--- config.mk ---
export PLATFORM = sky130hd
export DESIGN_NAME = rgbe_f32conv
export DESIGN_NICKNAME = d
export VERILOG_FILES = /design/src/design/rgbe_f32conv.sv
export SDC_FILE = /design/constraint.sdc
export NUM_CORES = 1
export LEC_CHECK = 0
export BUFFER_PORTS_ARGS = -buffer_cell sky130_fd_sc_hd__buf_4
export CORE_MARGIN = 3
export CORE_UTILIZATION = 30
export DETAILED_ROUTE_END_ITERATION = 16
export GPL_TIMING_DRIVEN = 1
export MAX_ROUTING_LAYER = met4
export PLACE_DENSITY = 0.46
export SYNTH_ARGS = -nofsm -noshare
export SYNTH_HDL_FRONTEND = slang
export SYNTH_SLANG_ARGS = --single-unit
--- constraint.sdc ---
create_clock -name vclk -period 8.25
set_input_delay 2.0625 -clock vclk [all_inputs]
set_output_delay 2.0625 -clock vclk [all_outputs]
set_load 0.01 [all_outputs]
--- src/design/rgbe_f32conv.sv ---
`default_nettype none
// Exact single-precision bits of mant * 2^(expo - 136); zero mantissa or
// zero exponent gives +0.0.
module rgbe_f32conv (
  input  wire logic [7:0]  mant,
  input  wire logic [7:0]  expo,
  output logic      [31:0] result
);

  logic [2:0]  msb;
  logic [8:0]  sum;
  logic [30:0] shifted;

  always_comb begin
    // Leading one of the mantissa byte.
    msb = '0;
    for (int i = 0; i < 8; i++) begin
      if (mant[i]) begin
        msb = 3'(i);
      end
    end
    sum     = {1'b0, expo} + {6'b0, msb};
    shifted = {23'b0, mant} << (5'd23 - {2'b0, msb});
    if (mant == 8'd0 || expo == 8'd0) begin
      result = '0;
    end else if (sum >= 9'd10) begin
      // Normal number: biased exponent is msb + expo - 9.
      result = {1'b0, 8'(sum - 9'd9), shifted[22:0]};
    end else begin
      // Subnormal: the mantissa lands directly in the fraction field.
      result = {24'b0, mant} << (expo[4:0] + 5'd13);
    end
  end

endmodule
`default_nettype wire

==> flow_summary.toml <==
[worst_setup_path]
worstPathArrival_ns = 5.56
start_kind = "input port"
path_cells = "buf_4, nor2b_1, o21a_1, o21ai_0, nand2_1, ha_1, inv_1, fa_1, inv_1, ha_1, inv_1, a31oi_1, o22ai_1, a31oi_1, buf_4, nor3_1, a311oi_1, buf_4"
crit_path_max_incr_delay_ns = 0.47
cpMaxStageDelayCell = "a31oi_1"
endpoint_kind = "primary output"
crit_family = "compound AO/OA/AOI/OAI gates"
critPathMaxFanout = 9
critPathRequiredTime_ns = 6.19
worstSetupPathType = "in -> out"
crit_buf_inv = 6

[yosys]
yosysWarnings = 0
syn_nets = 318
yosysSeqAreaShare = 0
synthCells = 294
synth_top_area_frac = 0.107
yosysTopAreaCell = "mux2i_1"
syn_area_per_cell_um2 = 6.34
synth_cell_types = 52
post_synth_instance_area_mm2 = 0.00186
synth_area_leaders = "mux2i_1 11%, a21oi_1 5.9%, o21ai_0 5.4%"

[floorplan]
dieArea_mm2 = 0.00719
coreArea_mm2 = 0.00596
die_w_um = 84.8
fp.dieH_um = 84.8
rows = 28
pin_count = 48
start_util = 0.313

[cells_and_area]
layout_commonest_cell = "buf_4"
post-route-util = 0.382
nFlopsAndLatches = 0
ff_latch_area_um2 = 0
drive_above_1_share = 0.208
final_cells = 402
n_clock_buffer = 0
final_cell_mix = "55 x buf_4, 24 x nor2_1, 22 x nand2_1, 22 x a21oi_1"
nets = 353
antennaDiodeCount = 0
synthToLayoutAreaGrowth_pct = 22.1

[timing]
setup_ws_ns = 0.626
finalCriticalPeriod_ns = 7.62
setup_violations = 0
clock.fmax_mhz = 131
hold_viol = 0
min_period_over_period = 0.924
slew_headroom = 0.354
tns_ns = 0
whs_ns = 4.53
slew_viol_final = 0
rsz0062_at_grt = "false"
tightestPinTransition_ns = 0.965

[global_routing]
gr-total-overflow = 0
antenna_found_initial = 0
track_usage = 0.187
grt_max_degree = 19
grt_pass1_wl_um = 11100
grt_pass1_vias = 2177

[placement]
portBuffers = 48
routabilityCongestion = 0.894
dp_slack_ns = 0.651
dp_cells = 402
dp_hpwl_um = 5290

[clocking]
cts_resized = 0
postCtsSetupBuffers = 0
cts_hold_buf = 0

[run_status]
outcome = "finished, final reports clean"

[routing]
drt-initial-drc-count = 203
final_antenna_net_count = 0
wl_per_cell_um = 16.6
firstDrtPassIters = 4
via_per_inst = 6.00
drc = 0
routed-via-count = 2412
wirelength_um = 6670

[job]
maxCapViolCount = 0

[pwr]
leakage_nw = 0.935
vdd_drop_max_mv = 0.0334
cellPowerDensity_mw_per_mm2 = 81.2

[hold_path]
hold_class = "in -> out"
final cells by class:
type                       count  area (um^2)
multi-input combinational    256         1710
fill                         682         3680
inverter                      16         60.1
tap                           75         93.8
timing repair buffer          55          413
tightest hold or removal path, stage by stage:
cell     delay, ns
buf_4         0.13
nand2_1       0.05
a31oi_1       0.08
buf_4         0.15
through the flow:
step / area (um^2) / total power [W]
after floorplan: 1860 / 0.000122
after global placement: 2270 / 0.000187
after detailed placement: 2270 / 0.000184
after CTS: 2270 / 0.000185
after global routing: 2270 / 0.000204
final: 2270 / 0.000185
cell usage after synthesis, drive strengths merged, types with 2 or more instances:
| library cell | number |
|---|---|
| a211o | 3 |
| a211oi | 4 |
| a21o | 2 |
| a21oi | 22 |
| a311oi | 3 |
| a31oi | 10 |
| buf | 8 |
| clkbuf | 14 |
| ha | 7 |
| inv | 15 |
| mux2 | 2 |
| mux2i | 20 |
| nand2 | 22 |
| nand2b | 2 |
| nand3 | 17 |
| nand4 | 7 |
| nor2 | 24 |
| nor2b | 11 |
| nor3 | 11 |
| nor4 | 4 |
| nor4b | 2 |
| o211ai | 6 |
| o21a | 3 |
| o21ai | 20 |
| o22ai | 8 |
| o31ai | 5 |
| o32ai | 2 |
| or2 | 5 |
| or3 | 4 |
| or4 | 2 |
| xnor2 | 7 |
| xor2 | 6 |
worst paths after layout:
path,start,end,slack (ns),cells past startpoint
max,mant[1],result[20],0.63,18
min,expo[7],result[30],4.53,4
routing by layer:
metal  global-route usage  share of wire  wire (um)  vias up
li1                     -              -          -     1175
met1                0.261           0.46       3050     1140
met2                0.310           0.48       3200       90
met3              0.00981          0.053        356        7
met4               0.0173         0.0091         61        0
met5                    -              0          0        -
power by group:
part	leakage, nW	switching, W	internal [W]
clock network	0	0	0
logic	0.935	0.000109	0.0000758
registers	0	0	0
cell families after synthesis:
kind of cell	synth area share
AND/OR/NAND/NOR	0.323
XOR/XNOR	0.0732
adder cells (fa/ha/maj)	0.0578
buffers and inverters	0.0833
multiplexers	0.120
AO/OA/AOI/OAI	0.343
Power figures use the tool's default switching activity.
